`src/hw/rtl/jsv_pkg.sv`:
```
// jsv_pkg: shared types, codes and lookup functions of the JSON syntax validator.
// Used by jsv_front, jsv_queue, jsv_back and json_syntax_validator.

package jsv_pkg;

    // Character classes produced by the front end
    typedef enum logic [4:0] {
        C_OTHER,
        C_SPACE,
        C_LBRACE,
        C_RBRACE,
        C_LBRACK,
        C_RBRACK,
        C_QUOTE,
        C_BSLASH,
        C_COLON,
        C_COMMA,
        C_DOT,
        C_MINUS,
        C_DIGIT,
        C_A,
        C_E,
        C_F,
        C_L,
        C_N,
        C_R,
        C_S,
        C_T,
        C_U
    } cls_t;

    // One classified word travelling from front to back
    typedef struct packed {
        cls_t cls;
        logic last;
    } tok_t;

    typedef enum logic [1:0] {
        ERR_NONE   = 2'd0,
        ERR_SYNTAX = 2'd1,
        ERR_DEPTH  = 2'd2,
        ERR_OPEN   = 2'd3
    } err_t;

    typedef enum logic [19:0] {
        M_TOP      = 20'h00001,
        M_DONE     = 20'h00002,
        M_OBJ_OPEN = 20'h00004,
        M_OBJ_KEY  = 20'h00008,
        M_KEY      = 20'h00010,
        M_KEY_ESC  = 20'h00020,
        M_KEY_HEX  = 20'h00040,
        M_COLON    = 20'h00080,
        M_OBJ_VAL  = 20'h00100,
        M_ARR_OPEN = 20'h00200,
        M_ARR_VAL  = 20'h00400,
        M_AFTER    = 20'h00800,
        M_STR      = 20'h01000,
        M_STR_ESC  = 20'h02000,
        M_STR_HEX  = 20'h04000,
        M_NUM_SIGN = 20'h08000,
        M_NUM_INT  = 20'h10000,
        M_NUM_DOT  = 20'h20000,
        M_NUM_FRAC = 20'h40000,
        M_LIT      = 20'h80000
    } mode_t;

    localparam logic [1:0] LIT_NULL  = 2'd0;
    localparam logic [1:0] LIT_TRUE  = 2'd1;
    localparam logic [1:0] LIT_FALSE = 2'd2;

    localparam logic [2:0] HEX_SKIP = 3'd4;

    localparam int QUEUE_DEPTH = 4;

    function automatic cls_t classify(input logic [7:0] ch);
        cls_t c;
        c = C_OTHER;
        if (ch >= 8'h30 && ch <= 8'h39) begin
            c = C_DIGIT;
        end else begin
            case (ch)
                8'h20: c = C_SPACE;
                8'h7b: c = C_LBRACE;
                8'h7d: c = C_RBRACE;
                8'h5b: c = C_LBRACK;
                8'h5d: c = C_RBRACK;
                8'h22: c = C_QUOTE;
                8'h5c: c = C_BSLASH;
                8'h3a: c = C_COLON;
                8'h2c: c = C_COMMA;
                8'h2e: c = C_DOT;
                8'h2d: c = C_MINUS;
                8'h61: c = C_A;
                8'h65: c = C_E;
                8'h66: c = C_F;
                8'h6c: c = C_L;
                8'h6e: c = C_N;
                8'h72: c = C_R;
                8'h73: c = C_S;
                8'h74: c = C_T;
                8'h75: c = C_U;
                default: c = C_OTHER;
            endcase
        end
        return c;
    endfunction

    function automatic logic [2:0] lit_len(input logic [1:0] id);
        logic [2:0] n;
        case (id)
            LIT_NULL:  n = 3'd4;
            LIT_TRUE:  n = 3'd4;
            LIT_FALSE: n = 3'd5;
            default:   n = 3'd0;
        endcase
        return n;
    endfunction

    // Expected class of letter pos of literal id
    function automatic cls_t lit_char(input logic [1:0] id, input logic [2:0] pos);
        cls_t c;
        case ({id, pos})
            {LIT_NULL, 3'd0}:  c = C_N;
            {LIT_NULL, 3'd1}:  c = C_U;
            {LIT_NULL, 3'd2}:  c = C_L;
            {LIT_NULL, 3'd3}:  c = C_L;
            {LIT_TRUE, 3'd0}:  c = C_T;
            {LIT_TRUE, 3'd1}:  c = C_R;
            {LIT_TRUE, 3'd2}:  c = C_U;
            {LIT_TRUE, 3'd3}:  c = C_E;
            {LIT_FALSE, 3'd0}: c = C_F;
            {LIT_FALSE, 3'd1}: c = C_A;
            {LIT_FALSE, 3'd2}: c = C_L;
            {LIT_FALSE, 3'd3}: c = C_S;
            {LIT_FALSE, 3'd4}: c = C_E;
            default:           c = C_OTHER;
        endcase
        return c;
    endfunction

endpackage

```
`src/hw/rtl/jsv_front.sv`:
```
// jsv_front: input stage; classifies each byte and holds it in a pipeline register.
// Depends on jsv_pkg.

module jsv_front (
    input  logic           aclk,
    input  logic           aresetn,
    input  logic           s_valid,
    output logic           s_ready,
    input  logic [7:0]     s_char_in,
    input  logic           s_last_byte,
    output logic           tok_valid,
    input  logic           tok_ready,
    output jsv_pkg::tok_t  tok
);

    logic          vld_reg;
    jsv_pkg::tok_t tok_reg;

    assign s_ready   = !vld_reg || tok_ready;
    assign tok_valid = vld_reg;
    assign tok       = tok_reg;

    always_ff @(posedge aclk) begin
        if (!aresetn) begin
            vld_reg <= 1'b0;
        end else if (s_ready) begin
            vld_reg <= s_valid;
        end
    end

    always_ff @(posedge aclk) begin
        if (s_ready && s_valid) begin
            tok_reg.cls  <= jsv_pkg::classify(s_char_in);
            tok_reg.last <= s_last_byte;
        end
    end

endmodule

```
`src/hw/rtl/jsv_queue.sv`:
```
// jsv_queue: small FIFO of classified words between front and back.
// Depends on jsv_pkg.

module jsv_queue (
    input  logic           aclk,
    input  logic           aresetn,
    input  logic           wr_valid,
    output logic           wr_ready,
    input  jsv_pkg::tok_t  wr_data,
    output logic           rd_valid,
    input  logic           rd_ready,
    output jsv_pkg::tok_t  rd_data
);

    localparam int PTR_W = $clog2(jsv_pkg::QUEUE_DEPTH);
    localparam int CNT_W = $clog2(jsv_pkg::QUEUE_DEPTH + 1);

    jsv_pkg::tok_t    buf_reg [jsv_pkg::QUEUE_DEPTH];
    logic [PTR_W-1:0] wr_ptr_reg, wr_ptr_next;
    logic [PTR_W-1:0] rd_ptr_reg, rd_ptr_next;
    logic [CNT_W-1:0] count_reg, count_next;
    logic             do_wr, do_rd;

    assign wr_ready = (count_reg != CNT_W'(jsv_pkg::QUEUE_DEPTH));
    assign rd_valid = (count_reg != '0);
    assign rd_data  = buf_reg[rd_ptr_reg];
    assign do_wr    = wr_valid && wr_ready;
    assign do_rd    = rd_valid && rd_ready;

    always_comb begin
        wr_ptr_next = do_wr ? wr_ptr_reg + PTR_W'(1) : wr_ptr_reg;
        rd_ptr_next = do_rd ? rd_ptr_reg + PTR_W'(1) : rd_ptr_reg;
        count_next  = count_reg;
        if (do_wr && !do_rd) begin
            count_next = count_reg + CNT_W'(1);
        end else if (do_rd && !do_wr) begin
            count_next = count_reg - CNT_W'(1);
        end
    end

    always_ff @(posedge aclk) begin
        if (!aresetn) begin
            wr_ptr_reg <= '0;
            rd_ptr_reg <= '0;
            count_reg  <= '0;
        end else begin
            wr_ptr_reg <= wr_ptr_next;
            rd_ptr_reg <= rd_ptr_next;
            count_reg  <= count_next;
        end
    end

    always_ff @(posedge aclk) begin
        if (do_wr) begin
            buf_reg[wr_ptr_reg] <= wr_data;
        end
    end

    // fill level tracks the pointer distance
    a_count_ptr : assert property (@(posedge aclk) disable iff (!aresetn)
        (count_reg != CNT_W'(jsv_pkg::QUEUE_DEPTH)) |->
            (count_reg[PTR_W-1:0] == PTR_W'(wr_ptr_reg - rd_ptr_reg)))
        else $error("queue count disagrees with pointers");

endmodule

```
`src/hw/rtl/jsv_back.sv`:
```
// jsv_back: parse state machine, container stack memory and result register.
// Depends on jsv_pkg.

module jsv_back #(
    parameter int MAX_DEPTH = 64
) (
    input  logic           aclk,
    input  logic           aresetn,
    input  logic           tok_valid,
    output logic           tok_ready,
    input  jsv_pkg::tok_t  tok,
    output logic           m_valid,
    input  logic           m_ready,
    output logic           m_doc_valid,
    output logic [1:0]     m_error_kind
);

    localparam int LVL_W = $clog2(MAX_DEPTH + 1);
    localparam int IDX_W = (MAX_DEPTH > 1) ? $clog2(MAX_DEPTH) : 1;

    jsv_pkg::mode_t   mode_reg, mode_next, eff_mode;
    jsv_pkg::err_t    err_reg, err_next, kind;
    logic [LVL_W-1:0] level_reg, level_next, rd_addr;
    logic [2:0]       skip_reg, skip_next, skip_dec;
    logic [1:0]       lit_id_reg, lit_id_next;
    logic [2:0]       lit_pos_reg, lit_pos_next, lit_pos_inc;
    logic             top_reg, top_next, top_cur;
    logic             below_reg;
    logic             stack_mem [MAX_DEPTH];
    logic             out_vld_reg, out_ok_reg;
    jsv_pkg::err_t    out_err_reg;
    logic             take, active, num_end, is_digit;
    logic             do_start, do_pop, push_req, push_arr, push_we;
    jsv_pkg::cls_t    c;

    assign c        = tok.cls;
    assign is_digit = (c == jsv_pkg::C_DIGIT);
    assign tok_ready = !tok.last || !out_vld_reg || m_ready;
    assign take     = tok_valid && tok_ready;
    assign active   = (err_reg == jsv_pkg::ERR_NONE) && (mode_reg != jsv_pkg::M_DONE);
    assign top_cur  = (level_reg != '0) ? top_reg : 1'b0;
    assign skip_dec = (skip_reg != 3'd0) ? skip_reg - 3'd1 : 3'd0;
    assign lit_pos_inc = lit_pos_reg + 3'd1;

    // a byte that does not continue a number is rechecked as if after a value
    assign num_end = (mode_reg == jsv_pkg::M_NUM_INT && !is_digit && c != jsv_pkg::C_DOT)
                  || (mode_reg == jsv_pkg::M_NUM_FRAC && !is_digit);

    always_comb begin
        if (num_end) begin
            eff_mode = (level_reg == '0) ? jsv_pkg::M_DONE : jsv_pkg::M_AFTER;
        end else begin
            eff_mode = mode_reg;
        end
    end

    always_comb begin
        mode_next    = mode_reg;
        err_next     = err_reg;
        level_next   = level_reg;
        skip_next    = skip_reg;
        lit_id_next  = lit_id_reg;
        lit_pos_next = lit_pos_reg;
        top_next     = top_reg;
        do_start     = 1'b0;
        do_pop       = 1'b0;
        push_req     = 1'b0;
        push_arr     = 1'b0;
        push_we      = 1'b0;
        kind         = jsv_pkg::ERR_NONE;

        if (take && active) begin
            mode_next = eff_mode;
            case (eff_mode)
                jsv_pkg::M_TOP: begin
                    do_start = 1'b1;
                end
                jsv_pkg::M_DONE: begin
                end
                jsv_pkg::M_OBJ_OPEN: begin
                    if (c == jsv_pkg::C_RBRACE) begin
                        do_pop = 1'b1;
                    end else if (c == jsv_pkg::C_SPACE) begin
                        mode_next = jsv_pkg::M_OBJ_KEY;
                    end else if (c == jsv_pkg::C_QUOTE) begin
                        mode_next = jsv_pkg::M_KEY;
                    end else begin
                        err_next = jsv_pkg::ERR_SYNTAX;
                    end
                end
                jsv_pkg::M_OBJ_KEY: begin
                    if (c == jsv_pkg::C_QUOTE) begin
                        mode_next = jsv_pkg::M_KEY;
                    end else if (c != jsv_pkg::C_SPACE) begin
                        err_next = jsv_pkg::ERR_SYNTAX;
                    end
                end
                jsv_pkg::M_KEY: begin
                    if (c == jsv_pkg::C_QUOTE) begin
                        mode_next = jsv_pkg::M_COLON;
                    end else if (c == jsv_pkg::C_BSLASH) begin
                        mode_next = jsv_pkg::M_KEY_ESC;
                    end
                end
                jsv_pkg::M_KEY_ESC: begin
                    if (c == jsv_pkg::C_U) begin
                        skip_next = jsv_pkg::HEX_SKIP;
                        mode_next = jsv_pkg::M_KEY_HEX;
                    end else begin
                        mode_next = jsv_pkg::M_KEY;
                    end
                end
                jsv_pkg::M_KEY_HEX: begin
                    skip_next = skip_dec;
                    if (skip_dec == 3'd0) begin
                        mode_next = jsv_pkg::M_KEY;
                    end
                end
                jsv_pkg::M_COLON: begin
                    if (c == jsv_pkg::C_COLON) begin
                        mode_next = jsv_pkg::M_OBJ_VAL;
                    end else if (c != jsv_pkg::C_SPACE) begin
                        err_next = jsv_pkg::ERR_SYNTAX;
                    end
                end
                jsv_pkg::M_OBJ_VAL, jsv_pkg::M_ARR_VAL: begin
                    do_start = (c != jsv_pkg::C_SPACE);
                end
                jsv_pkg::M_ARR_OPEN: begin
                    if (c == jsv_pkg::C_RBRACK) begin
                        do_pop = 1'b1;
                    end else if (c == jsv_pkg::C_SPACE) begin
                        mode_next = jsv_pkg::M_ARR_VAL;
                    end else begin
                        do_start = 1'b1;
                    end
                end
                jsv_pkg::M_AFTER: begin
                    if (c == jsv_pkg::C_SPACE) begin
                        mode_next = jsv_pkg::M_AFTER;
                    end else if (c == jsv_pkg::C_COMMA) begin
                        mode_next = top_cur ? jsv_pkg::M_ARR_OPEN : jsv_pkg::M_OBJ_OPEN;
                    end else if ((top_cur && c == jsv_pkg::C_RBRACK)
                              || (!top_cur && c == jsv_pkg::C_RBRACE)) begin
                        do_pop = 1'b1;
                    end else begin
                        err_next = jsv_pkg::ERR_SYNTAX;
                    end
                end
                jsv_pkg::M_STR: begin
                    if (c == jsv_pkg::C_QUOTE) begin
                        mode_next = (level_reg == '0) ? jsv_pkg::M_DONE : jsv_pkg::M_AFTER;
                    end else if (c == jsv_pkg::C_BSLASH) begin
                        mode_next = jsv_pkg::M_STR_ESC;
                    end
                end
                jsv_pkg::M_STR_ESC: begin
                    if (c == jsv_pkg::C_U) begin
                        skip_next = jsv_pkg::HEX_SKIP;
                        mode_next = jsv_pkg::M_STR_HEX;
                    end else begin
                        mode_next = jsv_pkg::M_STR;
                    end
                end
                jsv_pkg::M_STR_HEX: begin
                    skip_next = skip_dec;
                    if (skip_dec == 3'd0) begin
                        mode_next = jsv_pkg::M_STR;
                    end
                end
                jsv_pkg::M_NUM_SIGN: begin
                    if (is_digit) begin
                        mode_next = jsv_pkg::M_NUM_INT;
                    end else begin
                        err_next = jsv_pkg::ERR_SYNTAX;
                    end
                end
                jsv_pkg::M_NUM_INT: begin
                    if (c == jsv_pkg::C_DOT) begin
                        mode_next = jsv_pkg::M_NUM_DOT;
                    end
                end
                jsv_pkg::M_NUM_DOT: begin
                    if (is_digit) begin
                        mode_next = jsv_pkg::M_NUM_FRAC;
                    end else begin
                        err_next = jsv_pkg::ERR_SYNTAX;
                    end
                end
                jsv_pkg::M_NUM_FRAC: begin
                end
                jsv_pkg::M_LIT: begin
                    if (lit_id_reg > jsv_pkg::LIT_FALSE
                        || lit_pos_reg >= jsv_pkg::lit_len(lit_id_reg)
                        || jsv_pkg::lit_char(lit_id_reg, lit_pos_reg) != c) begin
                        err_next = jsv_pkg::ERR_SYNTAX;
                    end else begin
                        lit_pos_next = lit_pos_inc;
                        if (lit_pos_inc == jsv_pkg::lit_len(lit_id_reg)) begin
                            mode_next = (level_reg == '0) ? jsv_pkg::M_DONE
                                                          : jsv_pkg::M_AFTER;
                        end
                    end
                end
                default: begin
                    err_next = jsv_pkg::ERR_SYNTAX;
                end
            endcase

            if (do_start) begin
                case (c)
                    jsv_pkg::C_LBRACE: begin
                        push_req = 1'b1;
                    end
                    jsv_pkg::C_LBRACK: begin
                        push_req = 1'b1;
                        push_arr = 1'b1;
                    end
                    jsv_pkg::C_QUOTE: mode_next = jsv_pkg::M_STR;
                    jsv_pkg::C_N: begin
                        lit_id_next  = jsv_pkg::LIT_NULL;
                        lit_pos_next = 3'd1;
                        mode_next    = jsv_pkg::M_LIT;
                    end
                    jsv_pkg::C_T: begin
                        lit_id_next  = jsv_pkg::LIT_TRUE;
                        lit_pos_next = 3'd1;
                        mode_next    = jsv_pkg::M_LIT;
                    end
                    jsv_pkg::C_F: begin
                        lit_id_next  = jsv_pkg::LIT_FALSE;
                        lit_pos_next = 3'd1;
                        mode_next    = jsv_pkg::M_LIT;
                    end
                    jsv_pkg::C_MINUS: mode_next = jsv_pkg::M_NUM_SIGN;
                    jsv_pkg::C_DIGIT: mode_next = jsv_pkg::M_NUM_INT;
                    default:          err_next  = jsv_pkg::ERR_SYNTAX;
                endcase
            end

            if (push_req) begin
                if (level_reg >= LVL_W'(MAX_DEPTH)) begin
                    err_next = jsv_pkg::ERR_DEPTH;
                end else begin
                    push_we    = 1'b1;
                    level_next = level_reg + LVL_W'(1);
                    top_next   = push_arr;
                    mode_next  = push_arr ? jsv_pkg::M_ARR_OPEN : jsv_pkg::M_OBJ_OPEN;
                end
            end

            // new top comes from the prefetched entry below
            if (do_pop) begin
                if (level_reg != '0) begin
                    level_next = level_reg - LVL_W'(1);
                end
                top_next  = below_reg;
                mode_next = (level_next == '0) ? jsv_pkg::M_DONE : jsv_pkg::M_AFTER;
            end
        end

        if (take && tok.last) begin
            if (err_next != jsv_pkg::ERR_NONE) begin
                kind = err_next;
            end else if (mode_next == jsv_pkg::M_DONE
                         || (level_next == '0 && (mode_next == jsv_pkg::M_NUM_INT
                                               || mode_next == jsv_pkg::M_NUM_FRAC))) begin
                kind = jsv_pkg::ERR_NONE;
            end else begin
                kind = jsv_pkg::ERR_OPEN;
            end
            mode_next    = jsv_pkg::M_TOP;
            err_next     = jsv_pkg::ERR_NONE;
            level_next   = '0;
            skip_next    = 3'd0;
            lit_id_next  = 2'd0;
            lit_pos_next = 3'd0;
        end
    end

    // keep stack[level-2] ready so a pop finds the new top without waiting
    assign rd_addr = level_next - LVL_W'(2);

    always_ff @(posedge aclk) begin
        if (push_we) begin
            stack_mem[level_reg[IDX_W-1:0]] <= push_arr;
        end
        below_reg <= stack_mem[rd_addr[IDX_W-1:0]];
    end

    always_ff @(posedge aclk) begin
        if (!aresetn) begin
            mode_reg    <= jsv_pkg::M_TOP;
            err_reg     <= jsv_pkg::ERR_NONE;
            level_reg   <= '0;
            skip_reg    <= 3'd0;
            lit_id_reg  <= 2'd0;
            lit_pos_reg <= 3'd0;
            out_vld_reg <= 1'b0;
        end else begin
            mode_reg    <= mode_next;
            err_reg     <= err_next;
            level_reg   <= level_next;
            skip_reg    <= skip_next;
            lit_id_reg  <= lit_id_next;
            lit_pos_reg <= lit_pos_next;
            if (take && tok.last) begin
                out_vld_reg <= 1'b1;
            end else if (m_ready) begin
                out_vld_reg <= 1'b0;
            end
        end
    end

    always_ff @(posedge aclk) begin
        top_reg <= top_next;
        if (take && tok.last) begin
            out_ok_reg  <= (kind == jsv_pkg::ERR_NONE);
            out_err_reg <= kind;
        end
    end

    assign m_valid      = out_vld_reg;
    assign m_doc_valid  = out_ok_reg;
    assign m_error_kind = out_err_reg;

    a_level_bound : assert property (@(posedge aclk) disable iff (!aresetn)
        level_reg <= LVL_W'(MAX_DEPTH))
        else $error("nesting level beyond stack depth");

    a_doc_restart : assert property (@(posedge aclk) disable iff (!aresetn)
        (take && tok.last) |=>
            (mode_reg == jsv_pkg::M_TOP && level_reg == '0 && err_reg == jsv_pkg::ERR_NONE))
        else $error("state not cleared after last word");

    a_ok_matches_kind : assert property (@(posedge aclk) disable iff (!aresetn)
        out_vld_reg |-> (out_ok_reg == (out_err_reg == jsv_pkg::ERR_NONE)))
        else $error("doc_valid disagrees with error kind");

    a_error_sticky : assert property (@(posedge aclk) disable iff (!aresetn)
        (err_reg != jsv_pkg::ERR_NONE && !(take && tok.last)) |=> $stable(err_reg))
        else $error("first error overwritten");

    a_no_result_lost : assert property (@(posedge aclk) disable iff (!aresetn)
        (out_vld_reg && !m_ready) |-> !(take && tok.last))
        else $error("result overwritten before taken");

endmodule

```
`src/hw/rtl/json_syntax_validator.sv`:
```
// json_syntax_validator: streaming JSON well-formedness checker, top level.
// Depends on jsv_pkg, jsv_front, jsv_queue and jsv_back.
//
//   channel | direction | handshake          | payload
//   s_      | in        | s_valid / s_ready  | s_char_in[7:0], s_last_byte
//   m_      | out       | m_valid / m_ready  | m_doc_valid, m_error_kind[1:0]
//
// One byte per clock sustained while results are taken; m_valid for a document rises once its
// last byte has passed the input register, the queue, then parser + result register.
// Reset clears all control state; the container stack memory is not cleared and
// needs no clearing pass, since only entries pushed in the current document are read.
// The parser stalls only on a last byte while the previous result is still held;
// the four-word queue lets the input side keep running meanwhile.

module json_syntax_validator #(
    parameter int MAX_DEPTH = 64
) (
    input  logic       aclk,
    input  logic       aresetn,
    input  logic       s_valid,
    output logic       s_ready,
    input  logic [7:0] s_char_in,
    input  logic       s_last_byte,
    output logic       m_valid,
    input  logic       m_ready,
    output logic       m_doc_valid,
    output logic [1:0] m_error_kind
);

    logic          fr_valid, fr_ready;
    jsv_pkg::tok_t fr_tok;
    logic          q_valid, q_ready;
    jsv_pkg::tok_t q_tok;

    jsv_front u_front (
        .aclk        (aclk),
        .aresetn     (aresetn),
        .s_valid     (s_valid),
        .s_ready     (s_ready),
        .s_char_in   (s_char_in),
        .s_last_byte (s_last_byte),
        .tok_valid   (fr_valid),
        .tok_ready   (fr_ready),
        .tok         (fr_tok)
    );

    jsv_queue u_queue (
        .aclk     (aclk),
        .aresetn  (aresetn),
        .wr_valid (fr_valid),
        .wr_ready (fr_ready),
        .wr_data  (fr_tok),
        .rd_valid (q_valid),
        .rd_ready (q_ready),
        .rd_data  (q_tok)
    );

    jsv_back #(
        .MAX_DEPTH (MAX_DEPTH)
    ) u_back (
        .aclk         (aclk),
        .aresetn      (aresetn),
        .tok_valid    (q_valid),
        .tok_ready    (q_ready),
        .tok          (q_tok),
        .m_valid      (m_valid),
        .m_ready      (m_ready),
        .m_doc_valid  (m_doc_valid),
        .m_error_kind (m_error_kind)
    );

endmodule

```
`config.mk`:
```
export PLATFORM = sky130hd
export DESIGN_NAME = json_syntax_validator
export DESIGN_NICKNAME = d
export VERILOG_FILES = /design/src/hw/rtl/jsv_pkg.sv /design/src/hw/rtl/jsv_front.sv /design/src/hw/rtl/jsv_queue.sv /design/src/hw/rtl/jsv_back.sv /design/src/hw/rtl/json_syntax_validator.sv
export SDC_FILE = /design/constraint.sdc
export NUM_CORES = 1
export LEC_CHECK = 0
export ABC_AREA = 1
export ABC_CLOCK_PERIOD_IN_PS = 5300
export BUFFER_PORTS_ARGS = -buffer_cell sky130_fd_sc_hd__buf_2
export CORE_ASPECT_RATIO = 1.25
export CORE_MARGIN = 2
export CORE_UTILIZATION = 50
export DETAILED_ROUTE_END_ITERATION = 10
export GPL_ROUTABILITY_DRIVEN = 0
export GPL_TIMING_DRIVEN = 0
export HOLD_SLACK_MARGIN = 0.12
export PLACE_DENSITY_LB_ADDON = 0.08
export SYNTH_ARGS = -nofsm -noshare
export SYNTH_HDL_FRONTEND = slang
export SYNTH_SLANG_ARGS = --single-unit
```
`constraint.sdc`:
```
create_clock -name aclk -period 5.3 [get_ports aclk]
set_input_delay 0.795 -clock aclk [delete_from_list [all_inputs] [get_ports aclk]]
set_output_delay 0.795 -clock aclk [all_outputs]
set_load 0.03 [all_outputs]
```
Word-level counts from Yosys, hierarchy flattened. Memory sizes are Yosys's and may differ from the RTL's. A register that Yosys moved wholly into a read port is not among the register bits. Cells that the tools add are included.

$add $sub $neg: 9. Eq/ne operators: 71. Reductions and logical operators: 60. Muxes and demuxes: 113. $lt $le $gt $ge: 5. Bitwise gates (word level): 1.

Operator list (number): 20-bit 2-to-1 mux (25); 20-bit case mux with 15 select lines (1); 8-bit by 7-bit == test with 1-bit output, second input constant (14); 5-bit case mux with 20 select lines (1); 20-bit case mux with 4 select lines (1); 7-bit 2-to-1 mux (9); 20-bit by 17-bit == test with 1-bit output, second input constant (3); 20-bit by 19-bit == test with 1-bit output, second input constant (3); 8-bit by 6-bit == test with 1-bit output, second input constant (6); 2-bit 2-to-1 mux (21); 20-bit by 2-bit == test with 1-bit output, second input constant (2); 3-bit 2-to-1 mux (13); 5-bit by 4-bit == test with 1-bit output, second input constant (6); 1-bit 2-to-1 mux (29); 12-bit 2-to-1 mux (2); 7-bit logical NOT (3); 20-bit by 1-bit == test with 1-bit output, second input constant (1); 20-bit by 10-bit == test with 1-bit output, second input constant (1); 20-bit by 11-bit == test with 1-bit output, second input constant (1); 20-bit by 12-bit == test with 1-bit output, second input constant (1); 20-bit by 13-bit == test with 1-bit output, second input constant (1); 20-bit by 14-bit == test with 1-bit output, second input constant (1); 20-bit by 15-bit == test with 1-bit output, second input constant (1); 20-bit by 16-bit == test with 1-bit output, second input constant (1); 54 further kinds (112).

RAM bits: 88. Output and inout bits: 5. Bits in read-only memories: 160. Memories kept: 3. Register bits after elaboration: 56. Input bits: 13.

Memory list: (name not given) (words 32, width 5, rd ports 1, clocked after memory_dff 0, wr ports 0, line jsv_pkg.sv:123) `case ({id, pos})`; u_back.stack_mem (words 64, width 1, rd ports 1, clocked after memory_dff 1, wr ports 1, line jsv_back.sv:29) `logic stack_mem [MAX_DEPTH];`; u_queue.buf_reg (words 4, width 6, rd ports 1, clocked after memory_dff 1, wr ports 1, line jsv_queue.sv:18) `jsv_pkg::tok_t buf_reg [jsv_pkg::QUEUE_DEPTH];`.

Logic depth before layout (Yosys ltp).
Word-level depth: 33. Depth in mapped cells: 36. Mapped depth without buffers: 33.

Hierarchy. Synthesis repeated with hierarchy kept, for this count alone.

Cells, all modules: 1384. Area, all modules: 9938.3 sq um.

Modules (own cells, without submodules): jsv_back (area an instance 7931.4 sq um, instances 1, seq. area each 2822.7 sq um, cells each 1157); jsv_queue (area an instance 1398.8 sq um, instances 1, seq. area each 900.9 sq um, cells each 126); jsv_front (area an instance 608.1 sq um, instances 1, seq. area each 200.2 sq um, cells each 101).

Least setup slack after synthesis. Ideal clock, no wire load.

Path kind: reg2reg. From: reg u_back.level_reg[0]. To: mem u_back.stack_mem[0], data pin. Library setup time: 0.499 ns. Arrival: 3.595 ns. Setup slack: 1.206 ns. Buffers on the path: 1. Data required time: 4.801 ns. Cell stages (with the launch flop): 14. Cells stage by stage: dfxtp_1 clkbuf_1 inv_1 ha_1 nand4_1 nand3_4 nand2_4 nor2_8 nand2_8 inv_2 nand4_1 nand3_4 nand2_1 nor2_1.

Word-level cells in the longest chain between the ends: 10. Elaborated cells on any way between the ends: 13. Those cells by class: eq/ne (4); mux (7); reduce/logical (2).

RTL lines: start, declared (line jsv_back.sv:23) `logic [LVL_W-1:0] level_reg, level_next, rd_addr;`; start signal, assigned (line jsv_back.sv:303) `level_reg <= level_next;`; 7-bit logical NOT (*) (line jsv_back.sv:51) `eff_mode = (level_reg == '0) ? jsv_pkg::M_DONE : jsv_pkg::M_AFTER;`; 12-bit 2-to-1 mux (*) (line jsv_back.sv:51); 20-bit 2-to-1 mux (*) (line jsv_back.sv:50) `if (num_end) begin`; 20-bit by 9-bit == test with 1-bit output / 20-bit by 11-bit == test with 1-bit output (equally long branches) (line jsv_back.sv:74) `case (eff_mode)`; 2-bit OR reduction (line jsv_back.sv:74); 1-bit case mux with 3 select lines (*) (line jsv_back.sv:74); 1-bit 2-to-1 mux (*) (line jsv_back.sv:72) `if (take && active) begin`; 1-bit 2-to-1 mux (*) (line jsv_back.sv:210) `if (do_start) begin`; 1-bit 2-to-1 mux (*) (2 in series) (line jsv_back.sv:72); via u_back.push_arr (line jsv_back.sv:33) `logic do_start, do_pop, push_req, push_arr, push_we;`; end, declared (line jsv_back.sv:29).

The timed path passes the listed nets; every way through them passes the cells marked *. The select of a mux whose other input is x is not followed.

==> metrics.txt <==
# TYPE chip_impl_metric gauge
chip_impl_metric{name="max_slew.worst_pin.slew",unit="ns"} 0.989
chip_impl_metric{name="grt_pass1_vias",unit=""} 9117
chip_impl_info{name="grt_setup_unrepaired",value="no"} 1
chip_impl_metric{name="antenna_found_initial",unit=""} 0
chip_impl_metric{name="areaGrowthSynthToFinish",unit="%"} 10.5
chip_impl_metric{name="finalSetupViolCount",unit=""} 0
chip_impl_metric{name="clk_pin_slew_worst_paths",unit="ns"} 0.06
chip_impl_metric{name="critical_path.max_fanout",unit=""} 10
chip_impl_metric{name="max_slew_margin",unit="%"} 33.5
chip_impl_info{name="timing_worst_setup_path_type",value="register to register"} 1
chip_impl_metric{name="die-width",unit="um"} 130
chip_impl_info{name="setup.worst_path.start_class",value="register"} 1
chip_impl_metric{name="overflow",unit=""} 0
chip_impl_metric{name="die-height",unit="um"} 162
chip_impl_metric{name="average_wire_length_per_cell_after_detail_routing",unit="um"} 17.6
chip_impl_metric{name="ys_seq_area_share",unit="%"} 39.5
chip_impl_metric{name="yosys.area.top_type_share",unit="%"} 29.6
chip_impl_metric{name="start_util",unit="%"} 51.0
chip_impl_metric{name="total_inserted_antenna_cells",unit=""} 0
chip_impl_metric{name="max-clock-path-buffers",unit=""} 2
chip_impl_metric{name="synth_cells",unit=""} 1382
chip_impl_info{name="critical-path-slowest-cell",value="sky130_fd_sc_hd__dfxtp_1"} 1
chip_impl_metric{name="synth.yosys.warnings",unit=""} 0
chip_impl_metric{name="timing.fmax",unit="MHz"} 204
chip_impl_info{name="cell_types_with_the_highest_counts_after_synthesis",value="267 x sky130_fd_sc_hd__nand2_1, 216 x sky130_fd_sc_hd__nor2_1, 206 x sky130_fd_sc_hd__inv_1"} 1
chip_impl_metric{name="finClkSkew",unit="ns"} 0.0137
chip_impl_metric{name="drv.max_cap_violation_count",unit=""} 0
chip_impl_metric{name="synth_async_sr_flop_share",unit="%"} 0
chip_impl_metric{name="vias",unit=""} 9637
chip_impl_metric{name="placement.setup.worst_slack",unit="ns"} 0.105
chip_impl_metric{name="placementRows",unit=""} 57
chip_impl_metric{name="dp.final_hpwl",unit="um"} 22000
chip_impl_metric{name="h_tree_lvl_count",unit=""} 4
chip_impl_info{name="cpMostUsedCell",value="sky130_fd_sc_hd__nand2_1"} 1
chip_impl_info{name="worst_setup_path_end_kind",value="register"} 1
chip_impl_metric{name="initialDrtViolationCount",unit=""} 732
chip_impl_info{name="status",value="complete, no violations"} 1
chip_impl_metric{name="cts_buf_count",unit=""} 17
chip_impl_metric{name="finalWorstPathRequiredPeriod",unit="ns"} 4.91
chip_impl_metric{name="routed_wirelength",unit="um"} 29900
chip_impl_info{name="critical_path.top_delay_family",value="simple AND/OR/NAND/NOR gates"} 1
chip_impl_metric{name="worst-path-buf-inv",unit=""} 6
chip_impl_metric{name="cp_slowest_stage_delay",unit="ns"} 0.48
chip_impl_metric{name="hold-worst-slack",unit="ns"} 0.473
chip_impl_metric{name="firstDrtPassIters",unit=""} 5
chip_impl_metric{name="route.detailed.vias_per_inst",unit=""} 5.67
chip_impl_metric{name="fill_cells",unit=""} 1936
chip_impl_info{name="synth_flop_cell",value="sky130_fd_sc_hd__edfxtp_1"} 1
chip_impl_metric{name="drv_slew",unit=""} 0
chip_impl_metric{name="synth_enable_flop_cells",unit=""} 98
chip_impl_metric{name="grt_util_all_layers",unit="%"} 29.2
chip_impl_info{name="post-synth-top-count-cell",value="sky130_fd_sc_hd__nand2_1"} 1
chip_impl_info{name="clock_root_buffer",value="sky130_fd_sc_hd__clkbuf_16"} 1
chip_impl_metric{name="drt_drc_violations_left",unit=""} 0
chip_impl_metric{name="clk_latency",unit="ns"} 0.43
chip_impl_metric{name="floorplan.core_area",unit="um^2"} 19500
chip_impl_metric{name="finalHoldViolations",unit=""} 0
chip_impl_metric{name="final_antenna_net_count",unit=""} 0
chip_impl_metric{name="multiInputGateArea",unit="um^2"} 5040
chip_impl_info{name="synthTopCellsByArea",value="sky130_fd_sc_hd__edfxtp_1 30%, sky130_fd_sc_hd__nand2_1 10%, sky130_fd_sc_hd__dfxtp_1 9.9%"} 1
chip_impl_metric{name="count_of_buffers_inserted_at_the_top_level_ports",unit=""} 17
chip_impl_info{name="cts_tree",value="done"} 1
chip_impl_info{name="hold_class",value="register to register"} 1
chip_impl_metric{name="final_min_period_over_clock_period",unit="%"} 92.6
chip_impl_metric{name="grt_start_max_net_pins",unit=""} 48
chip_impl_metric{name="fin_ws",unit="ns"} 0.392
chip_impl_metric{name="cp.required",unit="ns"} 5.62
chip_impl_metric{name="post_route_cells_drive_above_1_share",unit="%"} 9.34
chip_impl_metric{name="final_core_util",unit="%"} 56.4
chip_impl_metric{name="final-seq-area",unit="um^2"} 3920
chip_impl_metric{name="synth_cell_types",unit=""} 57
chip_impl_metric{name="ios",unit=""} 18
chip_impl_metric{name="crit_arrival",unit="ns"} 5.23
chip_impl_metric{name="max_reg_flops",unit=""} 64
chip_impl_info{name="netlist.top_cell.by_area",value="sky130_fd_sc_hd__edfxtp_1"} 1
chip_impl_metric{name="post_synth.cell_area_avg",unit="um^2"} 7.19
chip_impl_metric{name="nNetsFinal",unit=""} 1456
chip_impl_metric{name="syn-cell-area",unit="um^2"} 9930
chip_impl_metric{name="clock_sink_count",unit=""} 147
chip_impl_metric{name="power.static_leakage",unit="uW"} 0.00476
chip_impl_metric{name="synth_nets",unit=""} 1417
chip_impl_metric{name="vdd_drop_max",unit="uV"} 397
chip_impl_metric{name="synth.ff_latch_count",unit=""} 147
chip_impl_metric{name="pwr_density_cell",unit="nW/um^2"} 707
chip_impl_metric{name="cts_hold_buffers",unit=""} 0
chip_impl_metric{name="grt_pass1_wl",unit="um"} 46900
chip_impl_metric{name="design.die.area",unit="um^2"} 21000
-- path summary, 6_finish.rpt --
path                                             from                    end  slack, ns  cells after the start
worst min register to register  u_queue.rd_ptr_reg[1]  u_queue.rd_ptr_reg[1]       0.47                      2
worst max-delay path                         register       u_back.below_reg       0.39                     30
worst max register to register               register       u_back.below_reg       0.39                     30
worst min-delay path            u_queue.rd_ptr_reg[1]  u_queue.rd_ptr_reg[1]       0.47                      2
-- cell usage in the layout (no fill, tap or decap), drive strengths merged, types with 4 or more instances in the layout --
cell	instances
a22oi	4
or2	6
o211ai	11
clkbuf	39
edfxtp	98
ha	21
nand3	162
inv	219
nor4	12
a31oi	4
o22ai	9
xor2	8
nor3	39
o2111ai	7
o31ai	5
nand2	286
buf	34
nand4	52
clkinv	7
dfxtp	49
nor2	230
a21oi	45
o21ai	58
-- repair_timing --
item,in CTS,in global routing
buffers inserted,0,2
setup endpoints to repair,0,1
gates resized for setup,0,8
-- tightest hold or removal path: cells and delay by family, from the launching register on --
family | cells | cell delay (ns)
AO/OA/AOI/OAI | 1 | 0.07
flip-flops | 1 | 0.30
buffers and inverters | 1 | 0.06
-- final cells by class --
type	count	area share (%)
clock inverters	12	1.20
well taps	265	3.02
flip-flops and latches	147	35.7
clock buffers	20	3.98
inverters	219	7.49
repair buffers	20	1.09
multi-input cells	983	45.9
plain buffers	33	1.63
-- cell families (layout without fill, tap and decap cells) --
group	count (synthesis)	in the layout	synth area share, %
buffers and inverters	252	304	10.1
xor gates and xnor gates	10	10	0.882
DFF	147	147	39.5
AOI/OAI and AO/OA	159	159	9.80
and+or+nand+nor	792	792	36.9
adders and majority gates	22	22	2.85
-- metal layers --
layer | global-route usage, % | vias up | wire, um
met5 | 0 | - | 0
met4 | 17.9 | 0 | 1910
met3 | 6.03 | 114 | 1900
met2 | 49.4 | 403 | 14500
met1 | 33.4 | 4425 | 11600
li1 | - | 4695 | -
-- stage by stage --
stage | total power, uW | instance area, um^2 | std cells | TNS (ns)
finish | 7760 | 11000 | 1699 | 0
CTS | 7590 | 10900 | 1697 | 0
global route | 8270 | 11000 | 1699 | 0
floorplan | 4930 | 9930 | 1382 | 0
global placement | 6340 | 10400 | 1664 | -70.93
detailed placement | 6380 | 10400 | 1665 | 0
-- report_power, final --
group	switching, uW	internal [uW]
combinational	3640	1430
clock	492	694
sequential	118	1390
total	4250	3510
Power figures use the tool's default switching activity.
